<file path="config.mk">
export PLATFORM = sky130hd
export DESIGN_NAME = nfa_ram
export DESIGN_NICKNAME = d
export VERILOG_FILES = /design/src/rtl/nfa_ram.sv
export SDC_FILE = /design/constraint.sdc
export NUM_CORES = 2
export LEC_CHECK = 0
export BUFFER_PORTS_ARGS = -buffer_cell sky130_fd_sc_hd__buf_2
export CAP_MARGIN = 20
export CORE_MARGIN = 2
export CORE_UTILIZATION = 50
export CTS_CLUSTER_DIAMETER = 80
export DETAILED_ROUTE_END_ITERATION = 8
export PLACE_DENSITY = 0.65
export SLEW_MARGIN = 30
export SYNTH_ARGS = -nofsm -noshare
export SYNTH_HDL_FRONTEND = slang
export SYNTH_SLANG_ARGS = --single-unit
</file>
<file path="constraint.sdc">
create_clock -name i_clk -period 3.8 [get_ports i_clk]
set_clock_uncertainty 0.15 [all_clocks]
set_input_delay 0.57 -clock i_clk [delete_from_list [all_inputs] [get_ports i_clk]]
set_output_delay 0.57 -clock i_clk [all_outputs]
set_load 0.005 [all_outputs]
</file>
<file path="src/rtl/nfa_ram.sv">
`default_nettype none

module nfa_ram #(
    parameter int WIDTH = 8,
    parameter int DEPTH = 256,
    localparam int ADDR_W = (DEPTH > 1) ? $clog2(DEPTH) : 1
) (
    input  wire logic              i_clk,
    input  wire logic              i_we,
    input  wire logic [ADDR_W-1:0] i_waddr,
    input  wire logic [WIDTH-1:0]  i_wdata,
    input  wire logic [ADDR_W-1:0] i_raddr,
    output logic      [WIDTH-1:0]  o_rdata
);

    logic [WIDTH-1:0] r_mem [DEPTH];

    // One write port and one read port with a registered read.
    always_ff @(posedge i_clk) begin
        if (i_we) begin
            r_mem[i_waddr] <= i_wdata;
        end
        o_rdata <= r_mem[i_raddr];
    end

endmodule

`default_nettype wire

</file>
### Word-level counts from Yosys, hierarchy flattened

Memory sizes are Yosys's and may differ from the RTL's. A register that Yosys moved wholly into a read port is not among the register bits.
Cells that the tools add are included.

* bits in registers: 0
* RAM bits: 2048
* output and inout bits: 8
* memories: 1

* mux-type cells: 2

Memories
* r_mem: depth 256, width 8, read ports 1, clocked after memory_dff 1, wr ports 1, line 16 `logic [WIDTH-1:0] r_mem [DEPTH];`

Operators by type and width (number)
* 1-bit 2-to-1 mux: 2

### Longest topological paths before layout

* depth after elaboration: 2
* depth in mapped cells: 11
* gate-level depth less buffers: 6

### Least setup slack after synthesis

Ideal clock, no wire load.

* path kind: input to register
* start point: input port i_raddr[0]
* end point: register o_rdata[2], read port of r_mem
* setup time: 0.131 ns
* arrival time: 2.377 ns
* data required time: 3.519 ns
* path slack: 1.142 ns
* stages: 9
* path buffers: 4
* cell sequence: buf_6 buf_12 buf_8 buf_2 mux4_2 a22oi_1 a21oi_1 nor4_1 nor4_2

RTL lines
* start, declared: line 12 `input wire logic [ADDR_W-1:0] i_raddr,`
* end, declared: line 13 `output logic [WIDTH-1:0] o_rdata`

==> flow_summary.ini <==
[outcome]
status = finished, final reports clean

[critical_path]
r2r_end = o_rdata[5]$_DFF_P_
cpMostUsedCell = buf_4
startpoint_type = input pin
critPathLaunch = i_raddr[0]
timing.reg2reg.setup_slack_ns = 0.86
timing.critical_path.to = o_rdata[6]$_DFF_P_
worstRegToRegCells = 6
criticalPathCategory = input pin to flop
path_max_fanout = 19
r2r-start = r_mem[211][5]$_DFFE_PP_
required_ns = 4.34
crit_slowest_cell = mux4_2
crit_chain = buf_8 > buf_12 > buf_12 > buf_4 > mux4_2 > a22o_1 > nor3_1 > buf_4 > a21oi_1 > a22oi_1 > buf_4 > nor4_2
cp_data_arrival_time_ns = 3.60
cpPeakStageDelay_ns = 0.52
end_kind = flop

[synthesis]
synth_top_family_by_area = multiplexers
synth_seq_cells = 2056
syn_inst = 3733
synth_nets = 3759
synth_ff_type = edfxtp_1
synth_edf_count = 2048
synth-xor-area-share_pct = 0
synth_compound_area_share_pct = 3.419
avgSynthCellArea_um2 = 21.31
synthMuxAreaShare_pct = 14.62
ys_seq_area_share_pct = 77.50
async_flop_share_pct = 0
synth_area_mm2 = 0.07956
yosys_warnings = 0
yosys.area_share.adder_pct = 0
ys_types = 55
yosys.area_share.simple_pct = 2.628

[cts]
cts_tree = yes
htreeDepth = 4
numCtsBuffers = 202
path_clk_slew_ns = 0.06
clock_latency_ns = 0.84
cts_resized = 0
cts_root_buf = clkbuf_16
cts.path.max_buffers = 3
clock-sinks = 2056

[power_and_ir_drop]
ir_drop_uv = 476.0
clkPwrFrac_pct = 41.4
power_frac_seq_pct = 53.6
comb_power_share_pct = 5.0
p_sw_share_pct = 21.39
p_leak_nw = 29.05
internal_power_mw = 36.75
p_per_area_mw_per_mm2 = 511.8
p_sw_mw = 10.00
finalPower_mw = 46.75

[drt]
postRouteWirelength_um = 196300
ant_nets = 0
drt_iter0_drc = 5151
vias = 40090
viasPerCell = 6.234
remaining_drc_errors = 0
post_drt_wl_per_cell_um = 30.53
dr.pass1.iters = 8

[place]
place_area_mm2 = 0.08490
gp_routability_congestion = 0.8627
dp_hpwl_um = 124200
place_inst = 6058
portBuffers = 33

[finish]
layout_commonest_cell = edfxtp_1
nets = 4218
layout_common_cells = edfxtp_1, mux4_2, buf_4
drive_gt1_share_pct = 28.45
fin_cells = 6430
area_delta_synth_final_pct = 14.83
postLayoutCellArea_mm2 = 0.09136

[timing]
fmax_ghz = 0.3262
finalCriticalPeriod_ns = 3.065
finalCritPeriodShare_pct = 80.67
slew_headroom_pct = 29.43
drv_slew = 0
fin_tns_setup_ns = 0
setup_viol_count_final = 0
tightestPinTransition_ns = 1.059
finalHoldViolCount = 0
rsz0062_at_grt = false

[global_routing]
grt_max_degree = 138
gr-total-overflow = 0
grt_pass1_wl_um = 283500
antenna_found_initial = 4
first_global_vias = 39840
grt.total_usage_pct = 24.26

[die]
die_h_um = 402.9
fp-row-count = 146
core-area_mm2 = 0.1582
start_util_pct = 50.29
die_area_mm2 = 0.1623
die_w_um = 402.9
ios = 34

[min_path]
hp-class = input pin to flop

[run]
cap_violations = 0
[worst max-delay path: cells and delay by family]
family | cells | cell delay (ns)
AO/OA/AOI/OAI | 3 | 0.66
buffers and inverters | 6 | 1.33
multiplexers | 1 | 0.52
AND/OR/NAND/NOR | 2 | 0.45
[power by group through the flow]
stage / Combinational, mW / Sequential, mW / Clock, mW
6_report: 2.36 / 25.1 / 19.3
4_1_cts: 2.37 / 25.0 / 19.6
3_3_place_gp: 2.33 / 25.5 / 0
3_5_place_dp: 2.36 / 25.5 / 0
2_1_floorplan: 1.21 / 25.5 / 0
5_1_grt: 2.48 / 25.0 / 20.5
[per-layer routing]
| layer | GRT usage [%] | wire length (µm) |
|---|---|---|
| met1 | 35.15 | 79370 |
| met2 | 38.11 | 94590 |
| met3 | 5.028 | 17770 |
| met4 | 6.183 | 4560 |
| met5 | 0 | 29 |
[layout make-up]
class / instances / area (µm²)
fill: 11420 / 66840
inverter: 2 / 7.507
multi-input combinational: 1442 / 16500
sequential: 2056 / 61660
timing repair buffer: 488 / 4182
antenna: 3 / 7.507
clock buffer: 242 / 5205
clock inverter: 125 / 1204
tap: 2072 / 2592
[how the worst min path moves through the flow]
stage,start,slack [ns],end,cells after the start
after floorplan,i_wdata[0],0.52,r_mem[0][0]$_DFFE_PP_,0
after global routing,i_wdata[2],0.004,r_mem[69][2]$_DFFE_PP_,1
after global placement,r_mem[32][5]$_DFFE_PP_,0.81,o_rdata[5]$_DFF_P_,7
after detailed placement,r_mem[32][5]$_DFFE_PP_,0.86,o_rdata[5]$_DFF_P_,7
after CTS,i_wdata[4],0.006,r_mem[231][4]$_DFFE_PP_,1
final,i_wdata[2],0.02,r_mem[69][2]$_DFFE_PP_,1
[kinds of logic (layout without fill, tap and decap cells)]
family,count (synthesis),count (layout)
compound gates,385,385
flops,2056,2056
other cells,0,3
simple gates,466,466
buf+inv,235,857
mux,591,591
[through the flow]
| stage | hold slack (ns) | worst slack [ns] | utilization, % |
|---|---|---|---|
| global route | 0.003828 | 0.6355 | 57.75 |
| floorplan | 0.5189 | 1.142 | - |
| CTS | 0.005974 | 0.6141 | 57.72 |
| finish | 0.01539 | 0.7345 | 57.75 |
| global placement | 0.8134 | -0.1953 | 53.67 |
| detailed placement | 0.8593 | -0.1709 | 53.67 |
[flip-flops by register name (all words and copies together), names as in the netlist]
register,cells
r_mem,2048
o_rdata,8
[what timing repair did]
| item | in CTS | in global routing |
|---|---|---|
| endpoints found under the hold margin | 1 | 0 |
| hold buffers | 1 | 0 |
| setup buffers | 0 | 0 |
[cells in the mapped netlist (all sizes together) (2+ instances only)]
| cell | n | share of area [%] |
|---|---|---|
| a311oi | 2 | 0.022 |
| and2 | 6 | 0.047 |
| nor2b | 31 | 0.24 |
| o32ai | 5 | 0.064 |
| a211oi | 16 | 0.15 |
| nor2 | 282 | 1.3 |
| or2 | 4 | 0.031 |
| mux4 | 456 | 13 |
| nand4 | 10 | 0.079 |
| a221oi | 14 | 0.16 |
| clkbuf | 111 | 0.52 |
| edfxtp | 2048 | 77 |
| a22oi | 133 | 1.3 |
| a22o | 8 | 0.088 |
| o221ai | 47 | 0.53 |
| nand3b | 2 | 0.019 |
| a21oi | 96 | 0.60 |
| nand2b | 8 | 0.063 |
| buf | 122 | 1.3 |
| and3b | 2 | 0.022 |
| o211ai | 10 | 0.094 |
| nor4 | 27 | 0.24 |
| dfxtp | 8 | 0.20 |
| mux2i | 134 | 1.7 |
| a2111oi | 5 | 0.066 |
| a31oi | 2 | 0.016 |
| nand2 | 33 | 0.16 |
| o22ai | 28 | 0.22 |
| nand3 | 34 | 0.21 |
| o21ai | 12 | 0.075 |
| nor3 | 22 | 0.14 |
| o22a | 5 | 0.055 |
No activity file was read; power rests on OpenSTA's default activity.
