==> config.mk <==
export PLATFORM = sky130hd
export DESIGN_NAME = nfa_step
export DESIGN_NICKNAME = d
export VERILOG_FILES = /design/src/rtl/nfa_pkg.sv /design/src/rtl/nfa_step.sv
export SDC_FILE = /design/constraint.sdc
export NUM_CORES = 1
export LEC_CHECK = 0
export BUFFER_PORTS_ARGS = -buffer_cell sky130_fd_sc_hd__clkbuf_2
export CAP_MARGIN = 5
export CORE_AREA = 5 5 216 218
export DETAILED_ROUTE_END_ITERATION = 8
export DIE_AREA = 0 0 221 223
export GPL_ROUTABILITY_DRIVEN = 0
export PLACE_DENSITY_LB_ADDON = 0.3
export SETUP_SLACK_MARGIN = 0.5
export SYNTH_ARGS = -nofsm -noshare
export SYNTH_HDL_FRONTEND = slang
export SYNTH_SLANG_ARGS = --single-unit
==> constraint.sdc <==
create_clock -name vclk -period 3.06
set_input_delay 0.459 -clock vclk [all_inputs]
set_output_delay 0.459 -clock vclk [all_outputs]
set_load 0.02 [all_outputs]
==> src/rtl/nfa_pkg.sv <==
`default_nettype none

package nfa_pkg;

    // Default sizes of the automaton.
    localparam int NUM_STATES_DEF  = 16;
    localparam int SYMBOL_BITS_DEF = 8;

    // Field widths of the item interface.
    localparam int STATE_IDX_W = 4;
    localparam int SYMBOL_W    = 8;
    localparam int MASK_W      = 16;
    localparam int MODE_W      = 2;
    localparam int IN_DATA_W   = 32;
    localparam int OUT_DATA_W  = 24;

    // Configuration port.
    localparam int CFG_INDEX_W = 1;
    localparam int CFG_DATA_W  = 16;
    localparam logic [CFG_INDEX_W-1:0] CFG_INITIAL_STATE = 1'd0;
    localparam logic [CFG_INDEX_W-1:0] CFG_FINAL_MASK    = 1'd1;

    // Item kinds carried in tuser.
    localparam logic [MODE_W-1:0] MODE_LOAD   = 2'd0;
    localparam logic [MODE_W-1:0] MODE_START  = 2'd1;
    localparam logic [MODE_W-1:0] MODE_SYMBOL = 2'd2;

    // Controller states.
    typedef enum logic [1:0] {
        ST_CLEAR,
        ST_IDLE,
        ST_LOAD,
        ST_SYM
    } t_state;

endpackage

`default_nettype wire

==> src/rtl/nfa_step.sv <==
`default_nettype none

module nfa_step #(
    parameter int NUM_STATES = 16
) (
    input  wire logic [NUM_STATES*NUM_STATES-1:0] i_row,
    input  wire logic [NUM_STATES-1:0]            i_active,
    input  wire logic [nfa_pkg::STATE_IDX_W-1:0]  i_src,
    input  wire logic [NUM_STATES-1:0]            i_mask,
    output logic      [NUM_STATES-1:0]            o_next,
    output logic      [NUM_STATES*NUM_STATES-1:0] o_row
);

    import nfa_pkg::*;

    // The row holds one next-state mask per source state for a single symbol.
    // The next set is the OR of the masks of all active states, and a table
    // load replaces the mask of one source state and keeps the others.
    always_comb begin
        o_next = '0;
        o_row  = i_row;
        for (int s = 0; s < NUM_STATES; s++) begin
            if (i_active[s]) begin
                o_next = o_next | i_row[s*NUM_STATES +: NUM_STATES];
            end
            if (32'(i_src) == s) begin
                o_row[s*NUM_STATES +: NUM_STATES] = i_mask;
            end
        end
    end

endmodule

`default_nettype wire

# After elaboration in Yosys (flattened, before gate mapping)
# Cells that the tools add are included.
dict set report word_totals {
  regBits 0
  in_bits 292
  out_inout_bits 272
  word_cells 63
}
dict set report classes {
  n_eq_ne 15
  mux 32
  bitwise 15
  reduce_logical 1
}
# operator n
set op_table {}
lappend op_table {{$mux 16} 32}
lappend op_table {{$or 16x16->16} 15}
lappend op_table {{$eq 4x4->1 const B} 8}
lappend op_table {{$eq 4x3->1 const B} 4}
lappend op_table {{$eq 4x2->1 const B} 2}
lappend op_table {{$eq 4x1->1 const B} 1}
lappend op_table {{$logic_not 4->1} 1}

# Longest topological paths before layout
# Gate-level depths: netlist (run 1).
dict set report logic_depth {
  depth_word 31
  depth_mapped 6
}

# Least setup slack after synthesis (run 1)
# Ideal clock, no wire load.
dict set report synth_path {
  path_kind {input -> output}
  from {input port i_src[1] (netlist name)}
  to {output port o_row[0]}
  arrival_ns 1.630
  setup_slack_ns 0.971
  stages 4
  path_cell_list {buf_6 > nor4_4 > buf_6 > mux2_2}
}
dict set report synth_via {
  elab_chain_len 2
}
# item line_no
set synth_lines {}
lappend synth_lines {{start, declared} nfa_step.sv:8} ;# input wire logic [nfa_pkg::STATE_IDX_W-1:0] i_src,
lappend synth_lines {{$logic_not 4->1} nfa_step.sv:26} ;# if (32'(i_src) == s) begin
lappend synth_lines {{$mux 16} nfa_step.sv:26}
lappend synth_lines {{end, declared} nfa_step.sv:11} ;# output logic [NUM_STATES*NUM_STATES-1:0] o_row
# No other way between the ends.

# Final worst setup path (run 1)
dict set report layout_path {
  from {input port i_active[15]}
  to {output port o_next[14]}
}
dict set report layout_via {
  elab_chain_len 1
}
# item line_no
set layout_lines {}
lappend layout_lines {{start, declared} nfa_step.sv:7} ;# input wire logic [NUM_STATES-1:0] i_active,
lappend layout_lines {{$mux 16} nfa_step.sv:23} ;# if (i_active[s]) begin
lappend layout_lines {{end, declared} nfa_step.sv:10} ;# output logic [NUM_STATES-1:0] o_next,
# No other way between the ends.

==> flow_metrics.py, run 1 <==
metrics = {
    "run_status": {
        "run_status": "completed",
    },
    "finish": {
        "syn2layout_area_growth_pct": 73.69,
        "nets": 1328,
        "fill_cells": 5043,
        "layout.clock_buffers": 0,
        "ff_latch_area_um2": 0,
        "finalCoreUtilization_pct": 19.14,
        "design.seq.count": 0,
        "drive_above_1_share_pct": 86.36,
    },
    "synth": {
        "synthesis.area_um2": 4926,
        "synth.net_count": 786,
        "synth.distinct_cells": 19,
        "synth_warnings": 0,
        "synth_sequential_area_ratio_pct": 0,
        "syn_area_per_cell_um2": 9.972,
        "netlist_instances": 494,
    },
    "route": {
        "initialDrtViolationCount": 447,
        "finalWirelength_um": 47210,
        "route.antenna.remaining_nets": 0,
        "route.detailed.drc": 0,
        "vias_per_cell": 4.547,
        "wl_per_cell_um": 28.87,
        "detailedRoute.firstPassIterationCount": 5,
        "num_vias": 7435,
    },
    "floorplanning": {
        "fp.dieArea_um2": 49280,
        "io_pins": 564,
        "design.core.area_um2": 44700,
        "die_width_um": 221,
        "fp.dieH_um": 223,
        "start_util_pct": 11.02,
        "rows": 78,
    },
    "worst_setup_path": {
        "worstPathCellList": "clkbuf_2 > a22o_1 > a221oi_1 > nand4_1 > clkbuf_2",
        "cp-start-kind": "input port",
        "worst_path_max_delay_cell": "a221oi_1",
        "startpoint_to_endpoint_class_of_the_critical_path": "input port to output port",
        "cpPeakStageDelay_ps": 540,
        "max_fanout_on_critical_path": 16,
        "crit_required_ps": 2600,
        "crit_cells": 5,
        "worst_ep_arrival_time_ps": 2140,
        "crit_top_cell": "clkbuf_2",
        "critical_path.top_delay_family": "compound AO/OA/AOI/OAI gates",
        "cp.buffers_inverters": 2,
        "endpoint_kind": "output port",
    },
    "sta": {
        "grt_setup_unrepaired": "no",
        "tightestPinTransition_ps": 836.8,
        "final-max-slew-violation-count": 0,
        "timing.final.crit_share_pct": 85.03,
        "fin_crit_ps": 2602,
        "hold_viol": 0,
        "finalSetupTns_ps": 0,
        "max_clock_freq_mhz": 384.3,
        "finalSetupViolations": 0,
        "max_slew_margin_pct": 44.21,
    },
    "global_routing": {
        "grt_pass1_wl_um": 63010,
        "grt_use_met3_pct": 3.013,
        "grt.busiest_layer": "met2",
        "antenna_found_initial": 1,
        "grt_remaining_overflow": 0,
        "gr-usage-met1_pct": 21.25,
        "grt_start_max_net_pins": 17,
        "global_route.usage.total_pct": 17.61,
        "grt_use_met2_pct": 31.13,
        "first_global_vias": 7878,
    },
    "worst_hold_path": {
        "timing.hold.worst_path_depth": 3,
        "hold_path.class": "input port to output port",
    },
    "place": {
        "io_buffers": 564,
        "post-dp-hpwl_um": 38830,
    },
    "run": {
        "timing.max_cap.violations": 0,
    },
    "clocking": {
        "postCtsHoldBufs": 0,
    },
}
==> kinds of logic after synthesis <==
kind of cell	Yosys count	synth area share, %
muxes	256	61.57
buffers and inverters	72	8.941
and+or+nand+nor	38	6.731
AOI/OAI and AO/OA	128	22.76
==> cells in the mapped netlist (all sizes together) <==
master	instances	area, um^2
clkbuf	47	176.4
or2	4	25.02
nand4	17	112.6
a221oi	64	560.5
nor3	6	85.08
buf	25	264.0
nand2	2	7.510
nand2b	4	55.05
mux2	256	3033
nor2	4	25.02
a22o	64	560.5
nor4	1	21.27
==> final timing paths <==
check	start	endpoint	slack [ps]
setup / recovery	i_active[15]	o_next[14]	460
hold / removal	i_row[65]	o_row[65]	1290
==> what timing repair did <==
item                       in CTS  in global routing
resized for setup               8                  8
pin swaps                       0                  1
setup endpoints to repair      49                 33
cloned                          0                  0
buffers inserted                0                  3
==> worst min-delay path, cell delays in order <==
cell,delay [ps]
clkbuf_2,90
mux2_2,130
clkbuf_2,160
==> area by class of cell <==
class	count	area (um^2)	share of cell area [%]
repair buffers	612	3253	38.02
diodes	1	2.502	0.02925
multi-input cells	422	4549	53.17
well taps	600	750.7	8.774
==> cell usage in the layout (no fill, tap or decap), drive strengths merged <==
cell / count
clkbuf: 559
mux2: 256
a22o: 64
a221oi: 64
buf: 53
nand4: 17
nor3: 6
nand2b: 4
or2: 4
nor2: 4
nand2: 2
diode: 1
nor4: 1
==> per-stage QoR <==
step	worst slack [ps]	hold WS, ps	cells	instance area (um^2)
after floorplan	971.2	1077	494	4926
after global placement	225.7	1290	1631	8457
after detailed placement	220.3	1292	1631	8457
after CTS	430.0	1292	1631	8489
after global routing	503.3	1302	1634	8553
final	458.0	1290	1635	8556
==> per-layer routing <==
metal / share of wire (%) / vias up
met5: 0.028 / -
met4: 4.6 / 2
met3: 6.4 / 101
met2: 48 / 548
met1: 41 / 3635
li1: - / 3149
==> run 2: changes to the inputs <==
Settings changed: REMOVE_ABC_BUFFERS set to 1.
==> flow_metrics.py, run 2 (synthesized netlist as in run 1, its figures left out) <==
metrics = {
    "route": {
        "finalWirelength_um": 51350,
        "initialDrtViolationCount": 447,
        "wl_per_cell_um": 31.27,
        "route.detailed.drc": 0,
        "route.antenna.remaining_nets": 0,
        "detailedRoute.firstPassIterationCount": 5,
        "num_vias": 7529,
        "vias_per_cell": 4.585,
    },
    "sta": {
        "tightestPinTransition_ps": 785.8,
        "final-max-slew-violation-count": 0,
        "grt_setup_unrepaired": "no",
        "timing.final.crit_share_pct": 82.11,
        "max_slew_margin_pct": 47.61,
        "max_clock_freq_mhz": 398.0,
        "final_critical_path_setup_slack_ps": 547.3,
        "finalSetupViolations": 0,
        "hold_viol": 0,
        "fin_crit_ps": 2513,
        "finalSetupTns_ps": 0,
    },
    "worst_setup_path": {
        "critical_path.top_delay_family": "buffers and inverters",
        "critPathLaunch": "i_active[1]",
        "worst_path_max_delay_cell": "clkbuf_2",
        "cp-start-kind": "input port",
        "cpPeakStageDelay_ps": 340,
        "max_fanout_on_critical_path": 10,
        "worstPathCellList": "clkbuf_2 > buf_4 > a22o_1 > a221oi_1 > nand4_1 > clkbuf_2",
        "crit_top_cell": "clkbuf_2",
        "endpoint_kind": "output port",
        "crit_required_ps": 2600,
        "startpoint_to_endpoint_class_of_the_critical_path": "input port to output port",
        "cp.buffers_inverters": 3,
        "worst_ep_arrival_time_ps": 2050,
    },
    "finish": {
        "layout.clock_buffers": 0,
        "mostFrequentLayoutCells": "clkbuf_2 (562), mux2_2 (216), a22o_1 (64)",
        "finalCoreUtilization_pct": 19.12,
        "syn2layout_area_growth_pct": 73.53,
        "design.seq.count": 0,
        "layout_commonest_cell": "clkbuf_2",
        "drive_above_1_share_pct": 86.07,
        "nets": 1335,
        "ff_latch_area_um2": 0,
    },
    "global_routing": {
        "first_global_vias": 8045,
        "grt_pass1_wl_um": 67160,
        "global_route.usage.total_pct": 19.18,
        "grt_start_max_net_pins": 17,
        "grt_remaining_overflow": 0,
        "antenna_found_initial": 3,
    },
    "place": {
        "io_buffers": 564,
        "pre_cts_ws_ps": 429.6,
        "post-dp-hpwl_um": 42470,
    },
    "run_status": {
        "run_status": "completed",
    },
    "worst_hold_path": {
        "hold_path.class": "input port to output port",
        "worstHoldStart": "i_row[195]",
        "holdPathEnd": "o_row[195]",
        "timing.hold.worst_path_depth": 3,
    },
    "floorplanning": {
        "rows": 78,
        "io_pins": 564,
        "fp.dieArea_um2": 49280,
        "start_util_pct": 11.02,
        "die_width_um": 221,
        "fp.dieH_um": 223,
        "design.core.area_um2": 44700,
    },
    "power_and_ir_drop": {
        "vdd_ir_drop_max_mv": 0.06606,
        "cellLeakagePower_uw": 0.004259,
        "fin_total_pwr_uw": 1561,
        "power_density_over_cell_area_nw_per_um2": 182.7,
    },
    "run": {
        "timing.max_cap.violations": 0,
    },
    "clocking": {
        "postCtsHoldBufs": 0,
    },
}
-- run 2: final cells by class --
class	instances	area (um^2)
multi-input combinational	422	4527
antenna	1	2.502
timing repair buffer	619	3268
tap	600	750.7
fill	5123	36150
-- run 2: tightest hold or removal path: cells and delay by family --
family	cells	cell delay, ps
buf+inv	2	250
mux	1	130
-- run 2: stage by stage --
step	instances	hold slack (ps)	area (um^2)
2_1_floorplan	422	1077	4486
3_3_place_gp	1641	1294	8529
3_5_place_dp	1641	1293	8529
4_1_cts	1641	1294	8542
5_1_grt	1642	1305	8548
6_report	1642	1293	8548
-- run 2: power by group --
part / internal (uW) / switching (uW) / total (uW)
registers: 0 / 0 / 0
clock network: 0.0000441 / 0 / 0.0000441
logic: 610 / 951 / 1560
total: 610 / 951 / 1560
-- run 2: worst max path at each step --
stage | to | slack, ps | depth (start not counted)
floorplan | o_row[48] | 950 | 3
global placement | o_row[125] | 470 | 6
detailed placement | o_next[15] | 430 | 6
CTS | o_row[227] | 500 | 6
global route | o_row[227] | 500 | 6
finish | o_next[11] | 550 | 6
-- run 2: what timing repair did --
item                                    4_1_cts  5_1_grt
gates resized for setup                       3        3
endpoints found under the setup margin       13        7
buffers inserted                              0        0
endpoints found under the hold margin         0        0
-- run 2: metal layers --
layer / part of all wire (%) / wire (um) / track usage [%] / vias up
li1: - / - / - / 3163
met3: 6.2 / 3200 / 3.079 / 121
met4: 5.3 / 2743 / 8.463 / 2
met1: 40 / 20690 / 23.15 / 3664
met5: 0.025 / 13 / 0 / -
met2: 48 / 24710 / 33.62 / 579
Note: power is estimated with default switching activity, not from simulation.
